[config.mk]
export PLATFORM = sky130hd
export DESIGN_NAME = median_pitch_onset_detector_unit_flat
export DESIGN_NICKNAME = d
export VERILOG_FILES = /design/src/rtl/mpod_pkg.sv /design/src/rtl/mpod_in_if.sv /design/src/rtl/mpod_out_if.sv /design/src/rtl/mpod_cfg_if.sv /design/src/rtl/mpod_cell.sv /design/src/rtl/mpod_rank.sv /design/src/rtl/mpod_outq.sv /design/src/rtl/median_pitch_onset_detector_unit.sv /design/src/flat_wrapper.sv
export SDC_FILE = /design/constraint.sdc
export NUM_CORES = 2
export LEC_CHECK = 0
export BUFFER_PORTS_ARGS = -buffer_cell sky130_fd_sc_hd__buf_2
export CAP_MARGIN = 0
export CORE_MARGIN = 3
export CORE_UTILIZATION = 35
export DETAILED_ROUTE_END_ITERATION = 7
export PLACE_DENSITY = 0.47
export SLEW_MARGIN = 20
export SYNTH_ARGS = -nofsm -noshare
export SYNTH_HDL_FRONTEND = slang
export SYNTH_HIERARCHICAL = 1
export SYNTH_SLANG_ARGS = --single-unit
[constraint.sdc]
create_clock -name clk -period 12.4 [get_ports clk]
set_input_delay 3.1 -clock clk [delete_from_list [all_inputs] [get_ports clk]]
set_output_delay 3.1 -clock clk [all_outputs]
set_load 0.005 [all_outputs]
[src/rtl/mpod_pkg.sv]
// Shared constants, types and register codes of the median pitch onset detector.
package mpod_pkg;

  localparam int MAX_RADIUS = 16;
  localparam int FRAME_BITS = 20;
  localparam int WIN_DEPTH  = 2 * MAX_RADIUS;
  localparam int AGE_W      = $clog2(WIN_DEPTH);
  localparam int RANK_W     = AGE_W + 1;
  localparam int R_W        = $clog2(MAX_RADIUS + 1);

  localparam int RADIUS_W   = 5;
  localparam int PITCH_W    = 15;
  localparam int THRESH_W   = 15;
  localparam int OUT_W      = 21;
  localparam int CNT_W      = FRAME_BITS + 1;

  localparam int CFG_IDX_W  = 1;
  localparam int CFG_DATA_W = 15;

  localparam int GROUP      = (WIN_DEPTH < 8) ? WIN_DEPTH : 8;
  localparam int NGROUP     = WIN_DEPTH / GROUP;
  localparam int GRP_W      = $clog2(GROUP + 1);

  localparam int OQ_DEPTH   = 4;
  localparam int OQ_PTR_W   = $clog2(OQ_DEPTH);
  localparam int OQ_CNT_W   = $clog2(OQ_DEPTH + 1);
  localparam int PUSH_W     = 2;

  localparam logic [RADIUS_W-1:0] RADIUS_RESET = RADIUS_W'(10);
  localparam logic [THRESH_W-1:0] THRESH_RESET = THRESH_W'(154);
  localparam logic [CNT_W-1:0]    FRAME_LIMIT  = CNT_W'(1) << FRAME_BITS;

  typedef enum logic [CFG_IDX_W-1:0] {
    REG_RADIUS = CFG_IDX_W'(0),
    REG_THRESH = CFG_IDX_W'(1)
  } cfg_reg_t;

  typedef logic [PITCH_W-1:0] pitch_t;
  typedef logic [AGE_W-1:0]   age_t;

  // What a cell shows its neighbors.
  typedef struct packed {
    pitch_t value;
    age_t   age;
    logic   less;
  } cell_view_t;

  // Broadcast to every cell of the chain.
  typedef struct packed {
    logic   insert;
    pitch_t new_val;
    logic   old_less;
  } cell_ctl_t;

  // Step strobes of the rank unit.
  typedef struct packed {
    logic s1;
    logic s2;
  } rank_ctl_t;

  typedef struct packed {
    logic [OUT_W-1:0] onset_frame;
    logic             is_end;
  } out_word_t;

  localparam cell_view_t EDGE_LO = '{value: '0, age: '0, less: 1'b1};
  localparam cell_view_t EDGE_HI = '{value: '0, age: '0, less: 1'b0};

endpackage

[src/rtl/mpod_in_if.sv]
// Pitch frame input channel.
interface mpod_in_if;
  import mpod_pkg::*;
  logic   valid;
  logic   ready;
  pitch_t pitch;
  logic   last_frame;
  modport source (output valid, output pitch, output last_frame, input ready);
  modport sink (input valid, input pitch, input last_frame, output ready);
endinterface

[src/rtl/mpod_out_if.sv]
// Onset result output channel.
interface mpod_out_if;
  import mpod_pkg::*;
  logic             valid;
  logic             ready;
  logic [OUT_W-1:0] onset_frame;
  logic             is_end;
  modport source (output valid, output onset_frame, output is_end, input ready);
  modport sink (input valid, input onset_frame, input is_end, output ready);
endinterface

[src/rtl/mpod_cfg_if.sv]
// Configuration register write channel.
interface mpod_cfg_if;
  import mpod_pkg::*;
  logic                  valid;
  logic                  ready;
  logic [CFG_IDX_W-1:0]  index;
  logic [CFG_DATA_W-1:0] data;
  modport source (output valid, output index, output data, input ready);
  modport sink (input valid, input index, input data, output ready);
endinterface

[src/rtl/mpod_cell.sv]
// One cell of the sorted pitch chain: holds a pitch and its age in frames.
module mpod_cell (
  input  logic                           clk,
  input  logic                           rst,
  input  logic [mpod_pkg::AGE_W-1:0]     cell_idx,
  input  mpod_pkg::cell_ctl_t            ctl,
  input  mpod_pkg::cell_view_t           left,
  input  mpod_pkg::cell_view_t           right,
  input  logic                           below_old,
  output mpod_pkg::cell_view_t           view,
  output logic                           is_old,
  output logic                           at_or_below
);
  import mpod_pkg::*;

  pitch_t value;
  pitch_t value_next;
  age_t   age;
  age_t   age_next;
  logic   less;

  assign less        = value < ctl.new_val;
  assign is_old      = (age == AGE_W'(WIN_DEPTH - 1));
  assign at_or_below = below_old | is_old;
  assign view        = '{value: value, age: age, less: less};

  // Oldest entry leaves, new pitch lands in its sorted slot; cells in between slide.
  always_comb begin
    value_next = value;
    age_next   = age + 1'b1;
    if (ctl.old_less) begin
      if (at_or_below && less) begin
        if (right.less) begin
          value_next = right.value;
          age_next   = right.age + 1'b1;
        end else begin
          value_next = ctl.new_val;
          age_next   = '0;
        end
      end
    end else if (!below_old && !less) begin
      if (left.less) begin
        value_next = ctl.new_val;
        age_next   = '0;
      end else begin
        value_next = left.value;
        age_next   = left.age + 1'b1;
      end
    end
  end

  always_ff @(posedge clk) begin
    if (rst) begin
      value <= '0;
      age   <= cell_idx;
    end else if (ctl.insert) begin
      value <= value_next;
      age   <= age_next;
    end
  end

endmodule

[src/rtl/mpod_rank.sv]
// Rank select over the sorted chain: picks the median among the youngest 2r entries.
module mpod_rank (
  input  logic                       clk,
  input  mpod_pkg::rank_ctl_t        ctl,
  input  mpod_pkg::cell_view_t       cells [mpod_pkg::WIN_DEPTH],
  input  logic [mpod_pkg::R_W-1:0]   r,
  output mpod_pkg::pitch_t           median
);
  import mpod_pkg::*;

  logic [RANK_W-1:0] two_r;
  logic              elig_c [WIN_DEPTH];
  logic [GRP_W-1:0]  pre_c  [WIN_DEPTH];
  logic [GRP_W-1:0]  cnt_c  [NGROUP];
  logic              elig_q [WIN_DEPTH];
  logic [GRP_W-1:0]  pre_q  [WIN_DEPTH];
  logic [GRP_W-1:0]  cnt_q  [NGROUP];
  pitch_t            pick;

  assign two_r = RANK_W'({r, 1'b0});

  // Step one: window membership and in-group running counts.
  always_comb begin
    logic [GRP_W-1:0] run;
    for (int g = 0; g < NGROUP; g++) begin
      run = '0;
      for (int m = 0; m < GROUP; m++) begin
        elig_c[g*GROUP+m] = {1'b0, cells[g*GROUP+m].age} < two_r;
        pre_c[g*GROUP+m]  = run;
        run = run + GRP_W'(elig_c[g*GROUP+m]);
      end
      cnt_c[g] = run;
    end
  end

  always_ff @(posedge clk) begin
    if (ctl.s1) begin
      elig_q <= elig_c;
      pre_q  <= pre_c;
      cnt_q  <= cnt_c;
    end
  end

  // Step two: add group offsets, find the member of rank r.
  always_comb begin
    logic [RANK_W-1:0] off;
    logic [RANK_W-1:0] total;
    off  = '0;
    pick = '0;
    for (int g = 0; g < NGROUP; g++) begin
      for (int m = 0; m < GROUP; m++) begin
        total = off + RANK_W'(pre_q[g*GROUP+m]);
        if (elig_q[g*GROUP+m] && (total == RANK_W'(r))) begin
          pick = pick | cells[g*GROUP+m].value;
        end
      end
      off = off + RANK_W'(cnt_q[g]);
    end
  end

  always_ff @(posedge clk) begin
    if (ctl.s2) begin
      median <= pick;
    end
  end

endmodule

[src/rtl/mpod_outq.sv]
// Four-word result queue with a two-word push port.
module mpod_outq (
  input  logic                             clk,
  input  logic                             rst,
  input  logic [mpod_pkg::PUSH_W-1:0]      push_n,
  input  mpod_pkg::out_word_t              push_a,
  input  mpod_pkg::out_word_t              push_b,
  output logic [mpod_pkg::OQ_CNT_W-1:0]    count,
  mpod_out_if.source                       onset_out
);
  import mpod_pkg::*;

  out_word_t            entries [OQ_DEPTH];
  logic [OQ_PTR_W-1:0]  wr_ptr;
  logic [OQ_PTR_W-1:0]  rd_ptr;
  logic                 pop;

  assign pop                   = onset_out.valid && onset_out.ready;
  assign onset_out.valid       = (count != '0);
  assign onset_out.onset_frame = entries[rd_ptr].onset_frame;
  assign onset_out.is_end      = entries[rd_ptr].is_end;

  always_ff @(posedge clk) begin
    if (push_n != '0) begin
      entries[wr_ptr] <= push_a;
    end
    if (push_n == PUSH_W'(2)) begin
      entries[wr_ptr + OQ_PTR_W'(1)] <= push_b;
    end
  end

  always_ff @(posedge clk) begin
    if (rst) begin
      wr_ptr <= '0;
      rd_ptr <= '0;
      count  <= '0;
    end else begin
      wr_ptr <= wr_ptr + OQ_PTR_W'(push_n);
      rd_ptr <= rd_ptr + OQ_PTR_W'(pop);
      count  <= count + OQ_CNT_W'(push_n) - OQ_CNT_W'(pop);
    end
  end

endmodule

[src/rtl/median_pitch_onset_detector_unit.sv]
// Median pitch onset detector. Each pitch frame word enters a chain of 2*MAX_RADIUS
// cells that keeps the most recent frames sorted by pitch, each cell tagged with its
// age; on acceptance the oldest entry drops out and the new pitch slides into its
// sorted slot. The median is then the entry of rank r among cells younger than 2r
// frames, found by a two-step registered rank unit, and the decide state compares
// it with the reference note and pushes onset words into a four-word result queue.
// A frame passes through insert, two rank steps and decide; the block takes a new
// frame word only after decide and when the result queue has room for two words.
// Results: onset 0 on the first frame of a sequence, an onset when the median
// moves past the threshold outside the hold-off, and the frame count with is_end
// set on the last frame. No clearing pass after reset.
module median_pitch_onset_detector_unit (
  input logic      clk,
  input logic      rst,
  mpod_in_if.sink  frame_in,
  mpod_out_if.source onset_out,
  mpod_cfg_if.sink cfg
);
  import mpod_pkg::*;

  typedef enum logic [1:0] {
    IDLE,
    RANK,
    PICK,
    DECIDE
  } state_t;

  state_t                state;
  logic [RADIUS_W-1:0]   radius;
  logic [THRESH_W-1:0]   change_threshold;
  logic [CNT_W-1:0]      frame_count;
  pitch_t                reference_note;
  logic [CNT_W-1:0]      last_change_pos;
  logic                  cur_last;

  logic [R_W-1:0]        r_eff;
  logic                  accept;
  logic                  in_range;
  cell_ctl_t             cell_ctl;
  cell_view_t            views   [WIN_DEPTH];
  cell_view_t            left_v  [WIN_DEPTH];
  cell_view_t            right_v [WIN_DEPTH];
  logic                  is_old  [WIN_DEPTH];
  logic                  at_or_below [WIN_DEPTH];
  logic                  below   [WIN_DEPTH];
  logic                  old_less;
  rank_ctl_t             rank_ctl;
  pitch_t                median;

  logic [OQ_CNT_W-1:0]   oq_count;
  logic [PUSH_W-1:0]     push_n;
  out_word_t             push_a;
  out_word_t             push_b;

  logic                  eval;
  logic [CNT_W-1:0]      i_pos;
  logic [CNT_W-1:0]      count_after;
  pitch_t                diff;
  logic                  change;
  logic                  far;
  logic                  emit_first;
  logic                  emit_onset;
  logic                  emit_end;
  out_word_t             w_first;
  out_word_t             w_onset;
  out_word_t             w_end;

  // Clamp radius into 1..MAX_RADIUS.
  always_comb begin
    if (radius == '0) begin
      r_eff = R_W'(1);
    end else if (radius > RADIUS_W'(MAX_RADIUS)) begin
      r_eff = R_W'(MAX_RADIUS);
    end else begin
      r_eff = R_W'(radius);
    end
  end

  // Accept only when idle and the queue can take two words.
  assign frame_in.ready = (state == IDLE) && (oq_count <= OQ_CNT_W'(OQ_DEPTH - 2));
  assign accept         = frame_in.valid && frame_in.ready;
  assign cfg.ready      = 1'b1;
  assign in_range       = frame_count < FRAME_LIMIT;

  // Past the frame limit the window holds still.
  always_comb begin
    old_less = 1'b0;
    for (int j = 0; j < WIN_DEPTH; j++) begin
      old_less = old_less | (is_old[j] && views[j].less);
    end
  end

  assign cell_ctl = '{insert: accept && in_range, new_val: frame_in.pitch,
                      old_less: old_less};

  // Sorted chain; ends see a virtual smaller cell below and a larger one above.
  for (genvar j = 0; j < WIN_DEPTH; j++) begin : g_cell
    if (j == 0) begin : g_lo
      assign left_v[j] = EDGE_LO;
      assign below[j]  = 1'b0;
    end else begin : g_mid
      assign left_v[j] = views[j-1];
      assign below[j]  = at_or_below[j-1];
    end
    if (j == WIN_DEPTH - 1) begin : g_hi
      assign right_v[j] = EDGE_HI;
    end else begin : g_nxt
      assign right_v[j] = views[j+1];
    end

    mpod_cell u_cell (
      .clk         (clk),
      .rst         (rst),
      .cell_idx    (AGE_W'(j)),
      .ctl         (cell_ctl),
      .left        (left_v[j]),
      .right       (right_v[j]),
      .below_old   (below[j]),
      .view        (views[j]),
      .is_old      (is_old[j]),
      .at_or_below (at_or_below[j])
    );
  end

  assign rank_ctl = '{s1: state == RANK, s2: state == PICK};

  mpod_rank u_rank (
    .clk    (clk),
    .ctl    (rank_ctl),
    .cells  (views),
    .r      (r_eff),
    .median (median)
  );

  // Decide frame k: evaluate position k-r+1 if k >= 2r-1, in range, not the last frame.
  always_comb begin
    eval        = !cur_last && in_range &&
                  (frame_count >= CNT_W'({r_eff, 1'b0} - 1'b1));
    i_pos       = frame_count - CNT_W'(r_eff) + CNT_W'(1);
    count_after = in_range ? frame_count + CNT_W'(1) : frame_count;
    diff        = (median > reference_note) ? median - reference_note
                                            : reference_note - median;
    change      = eval && (diff > change_threshold);
    far         = {1'b0, i_pos} > ({1'b0, last_change_pos} + (CNT_W+1)'(r_eff));
    emit_first  = (frame_count == '0);
    emit_onset  = change && far;
    emit_end    = cur_last;
    w_first     = '{onset_frame: '0, is_end: 1'b0};
    w_onset     = '{onset_frame: OUT_W'(i_pos), is_end: 1'b0};
    w_end       = '{onset_frame: OUT_W'(count_after), is_end: 1'b1};
    // Order: first-frame onset, median onset, end marker; never more than two.
    push_a      = emit_first ? w_first : (emit_onset ? w_onset : w_end);
    push_b      = (emit_first && emit_onset) ? w_onset : w_end;
    push_n      = (state == DECIDE) ?
                  ({1'b0, emit_first} + {1'b0, emit_onset} + {1'b0, emit_end}) : '0;
  end

  mpod_outq u_outq (
    .clk       (clk),
    .rst       (rst),
    .push_n    (push_n),
    .push_a    (push_a),
    .push_b    (push_b),
    .count     (oq_count),
    .onset_out (onset_out)
  );

  always_ff @(posedge clk) begin
    if (rst) begin
      state            <= IDLE;
      radius           <= RADIUS_RESET;
      change_threshold <= THRESH_RESET;
      frame_count      <= '0;
      reference_note   <= '0;
      last_change_pos  <= '0;
      cur_last         <= 1'b0;
    end else begin
      if (cfg.valid && cfg.ready) begin
        unique case (cfg_reg_t'(cfg.index))
          REG_RADIUS: radius           <= cfg.data[RADIUS_W-1:0];
          REG_THRESH: change_threshold <= cfg.data[THRESH_W-1:0];
          default: ;
        endcase
      end
      unique case (state)
        IDLE: begin
          if (accept) begin
            cur_last <= frame_in.last_frame;
            state    <= RANK;
          end
        end
        RANK: state <= PICK;
        PICK: state <= DECIDE;
        DECIDE: begin
          state <= IDLE;
          if (cur_last) begin
            // Drop sequence state so the next word opens a new sequence.
            frame_count     <= '0;
            reference_note  <= '0;
            last_change_pos <= '0;
          end else begin
            frame_count <= count_after;
            if (change) begin
              reference_note  <= median;
              last_change_pos <= i_pos;
            end
          end
        end
        default: state <= IDLE;
      endcase
    end
  end

endmodule

[src/flat_wrapper.sv]
// flat-port wrapper written by rule: the top's interface ports become plain ports
module median_pitch_onset_detector_unit_flat import mpod_pkg::*;
  (clk, rst, frame_in_valid, frame_in_pitch, frame_in_last_frame, frame_in_ready, onset_out_valid, onset_out_onset_frame, onset_out_is_end, onset_out_ready, cfg_valid, cfg_index, cfg_data, cfg_ready);
  mpod_in_if frame_in_i ();
  mpod_out_if onset_out_i ();
  mpod_cfg_if cfg_i ();
  input logic clk;
  input logic rst;
  input wire logic [$bits(frame_in_i.valid)-1:0] frame_in_valid;
  input wire logic [$bits(frame_in_i.pitch)-1:0] frame_in_pitch;
  input wire logic [$bits(frame_in_i.last_frame)-1:0] frame_in_last_frame;
  output wire logic [$bits(frame_in_i.ready)-1:0] frame_in_ready;
  output wire logic [$bits(onset_out_i.valid)-1:0] onset_out_valid;
  output wire logic [$bits(onset_out_i.onset_frame)-1:0] onset_out_onset_frame;
  output wire logic [$bits(onset_out_i.is_end)-1:0] onset_out_is_end;
  input wire logic [$bits(onset_out_i.ready)-1:0] onset_out_ready;
  input wire logic [$bits(cfg_i.valid)-1:0] cfg_valid;
  input wire logic [$bits(cfg_i.index)-1:0] cfg_index;
  input wire logic [$bits(cfg_i.data)-1:0] cfg_data;
  output wire logic [$bits(cfg_i.ready)-1:0] cfg_ready;
  assign frame_in_i.valid = frame_in_valid;
  assign frame_in_i.pitch = frame_in_pitch;
  assign frame_in_i.last_frame = frame_in_last_frame;
  assign frame_in_ready = frame_in_i.ready;
  assign onset_out_valid = onset_out_i.valid;
  assign onset_out_onset_frame = onset_out_i.onset_frame;
  assign onset_out_is_end = onset_out_i.is_end;
  assign onset_out_i.ready = onset_out_ready;
  assign cfg_i.valid = cfg_valid;
  assign cfg_i.index = cfg_index;
  assign cfg_i.data = cfg_data;
  assign cfg_ready = cfg_i.ready;
  median_pitch_onset_detector_unit u_core (.clk(clk), .rst(rst), .frame_in(frame_in_i), .onset_out(onset_out_i), .cfg(cfg_i));
endmodule
==> impl_results.md <==
- CP most frequent cell: inv_1
- Crit path capture type: register
- Skew final: 0.05516 ns
- Initial Util: 35.22%
- # IOs: 62
- EDFF count, synth: 391
- Xor-xnor portion of the synthesized cell area: 4.849%
- Setup tns final: 0 ns
- Area grow syn2layout: 9.320%
- Pins Over Slew Limit: 0
- Sequential-to-total area share from yosys stat: 24.96%
- Rows: 188
- GPL Wtd Cong: 0.9696
- Die Span Y: 520.2 µm
- Largest net degree at the start of global routing: 149
- Status: complete, but fails checks
- Die area: 270600 µm²
- Worst flop-to-flop path startpoint: u_core/g_cell[0].u_cell/age[0]
- Worst path required time: 12.99 ns
- Failing checks: design-rule violations
- H-tree depth: 4
- Syn avg cell area: 8.621 µm²
- CP Class: reg2reg
- First-pass GRT wire length: 550400 µm
- Tmin final: 11.25 ns
- Slew headroom: 15.09%
- Vias/cell: 5.815
- Delay-heaviest family, CP: simple AND/OR/NAND/NOR gates
- Max-cap violations: 0
- Setup Slack @ Placement: 0.5431 ns
- Clock Tree Root: clkbuf_16
- Area occupied by multi-input gates: 63890 µm²
- Slew of the pin with the lowest slew margin: 1.274 ns
- Hold-critical path depth: 2
- Compound-Gate Fraction of Synth Area: 19.24%
- # hold bufs at CTS: 0
- Worst Path Buf+Inv: 31
- DR vias: 83.68k
- Residual DRC: 3
- Async SR Flop Fraction: 0%
- Hold/Removal Path Class: reg2reg
- CTS sink count: 958
- Die W: 520.2 µm
- #FFs+latches synth: 958
- Fin crit share: 90.70%
- RSZ-0062 raised after global routing: false
- HPWL Detailed: 278600 µm
- Post-synth top flop: dfxtp_1
- TritonCTS clock tree: done
- Final setup vio count: 0
- Core ar.: 262700 µm²
- Final WS setup: 1.153 ns
- Synth unique cells: 114
- Total wire length: 373500 µm
- Cts bufs inserted: 136
- Critical path fanouts, max: 8
- Port Buffers: 60
- Maximum clock frequency: 0.08891 GHz
- CP Data Arrival Time: 11.83 ns
- Final hold violation count: 0
- Overall Global Routing Usage: 26.62%
- Synth Instances: 10.73k
- Slowest stage cell on the critical path: edfxtp_1
- Hold path startpoint: u_core/change_threshold[13]
- Post-synthesis cell area: 92530 µm²
- R2r worst-path depth: 70
- Worst-path clk slew: 0.06 ns
- Total grt overflow: 0
- Post CTS Setup Buffer Count: 0
- CP peak stage delay: 0.39 ns
- Clock Tree Buf Depth: 3
- Fill count: 26.79k
- Crit start category: register
- Reg area: 23090 µm²
- Adder-cell share of the synthesized area: 13.43%
- R2r endpoint: u_core/g_cell[31].u_cell/age[3]
- Initial antenna violation count: 34
- Hold EP: u_core/change_threshold[13]
- Ratio of cells with drive above 1 in the final layout: 11.78%
- Yosys warnings: 6
- Post-synthesis mux area share: 13.92%
- Clock Latency Late Sink: 0.85 ns
- Number of global-route vias before repair: 81.38k
- Post-DR wirelength/cell: 25.96 µm
- Detail Route Antenna Nets: 0
- DR iter-0 viols: 7661
- Largest family of logic cells by synthesized area: compound AO/OA/AOI/OAI gates
- Core Util, Final: 38.50%
- Drt first pass iters: 8
- Reg2Reg Setup Slack: 1.15 ns
- Post-synthesis simple-gate area fraction: 16.33%
- Final-stage net count: 11.77k
- Worst hold slack: 0.4547 ns
## state kept, by name, indices dropped and copies added, names as in the netlist, 3 cells and up
name	flops
u_core/g_cell.u_cell/value	480
u_core/g_cell.u_cell/age	160
u_core/u_outq/entries	88
u_core/u_rank/pre_q	88
u_core/u_rank/elig_q	28
u_core/frame_count	21
u_core/last_change_pos	21
u_core/change_threshold	15
u_core/reference_note	15
u_core/u_rank/median	15
u_core/u_rank/cnt_q	12
u_core/radius	5
u_core/u_outq/count	3
## routing by layer
metal  vias up  part of all wire (%)  global-route usage (%)
met1     41160                    44                   35.90
li1      39160                     -                       -
met4        28                   4.7                   11.33
met3       590                   6.7                   4.530
met5         -                 0.054                       0
met2      2739                    44                   41.81
## stage by stage
step	cells	cell area (µm²)
global placement	14130	96340
finish	14390	101200
floorplan	10970	93430
global route	14380	101100
CTS	14380	101100
detailed placement	14130	96340
## final cells by class
| class | count | area share (%) |
|---|---|---|
| inverter | 778 | 2.889 |
| multi-input combinational | 8610 | 63.16 |
| timing repair buffer | 273 | 2.068 |
| sequential | 958 | 22.83 |
| antenna | 8 | 0.01979 |
| clock buffer | 188 | 3.853 |
| clock inverter | 59 | 0.8374 |
| tap | 3515 | 4.348 |
## layout by cell type, fill, tap and decap left out, types with 242 or more instances in the layout
cell	synthesis	routed
ha_1	939	938
a21oi_1	449	447
edfxtp_1	391	391
inv_1	743	734
xnor2_1	287	287
o211ai_1	590	590
mux2_2	412	412
nand2_1	1271	1271
nor2_1	555	542
mux2i_1	663	663
dfxtp_1	567	566
conb_1	2	242
nand3_1	309	309
o22ai_1	260	260
o21ai_0	337	331
## worst min-delay path, stage by stage (launching register included)
cell	delay, ns
dfxtp_1	0.31
nand2_1	0.05
a21oi_1	0.05
## synthesized netlist by cell type, drive strengths merged (44+ instances only)
cell type  number  share of area [%]
a21oi         450                2.4
o21ai         400                2.2
o311ai         69               0.65
a22oi         158                1.3
o31ai          71               0.58
a22o           65               0.62
ha            939                 13
clkbuf        390                1.6
mux2          489                6.2
xnor2         287                2.7
a21o          111               0.90
nor4           77               0.54
and3           61               0.42
edfxtp        391                 13
a211oi        125                1.2
mux2i         663                7.2
and4           46               0.52
nand4          91               0.85
or3            75               0.51
inv           776                3.1
buf           237                2.5
nand2b        106               0.72
nor2b         141               0.95
o211ai        590                4.8
dfxtp         567                 12
o22ai         260                1.8
nor3          138               0.77
nand2        1271                5.2
or2            78               0.53
xor2          207                2.0
nor2          557                2.3
nand3         310                1.7
nand3b         44               0.36
and2          107               0.72
## logic make-up after synthesis
family                   after synthesis
AO/OA/AOI/OAI                       2585
XOR/XNOR                             501
AND/OR/NAND/NOR                     3135
buffers and inverters               1405
adder cells (fa/ha/maj)              973
multiplexers                        1174
other                                  2
flip-flops                           958
## how the worst max path moves through the flow
stage | start | to | slack (ns) | cells past startpoint
floorplan | u_core/g_cell[0].u_cell/age[0] | u_core/g_cell[31].u_cell/age[0] | 0.99 | 70
global placement | u_core/g_cell[0].u_cell/age[0] | u_core/g_cell[31].u_cell/age[0] | 0.61 | 70
detailed placement | u_core/g_cell[0].u_cell/age[0] | u_core/g_cell[31].u_cell/age[0] | 0.54 | 70
CTS | u_core/g_cell[0].u_cell/age[0] | u_core/g_cell[31].u_cell/age[0] | 0.46 | 70
global route | u_core/g_cell[0].u_cell/age[0] | u_core/g_cell[31].u_cell/age[3] | 0.03 | 70
finish | u_core/g_cell[0].u_cell/age[0] | u_core/g_cell[31].u_cell/age[3] | 1.15 | 70
## repair_timing
| action | CTS | global route |
|---|---|---|
| setup endpoints to repair | 0 | 40 |
| endpoints found under the hold margin | 0 | 0 |
| resized for setup | 0 | 13 |
Power is left out: the tool's default activity adds up to more than one toggle a clock period on the data nets, which glitch-free logic cannot reach.
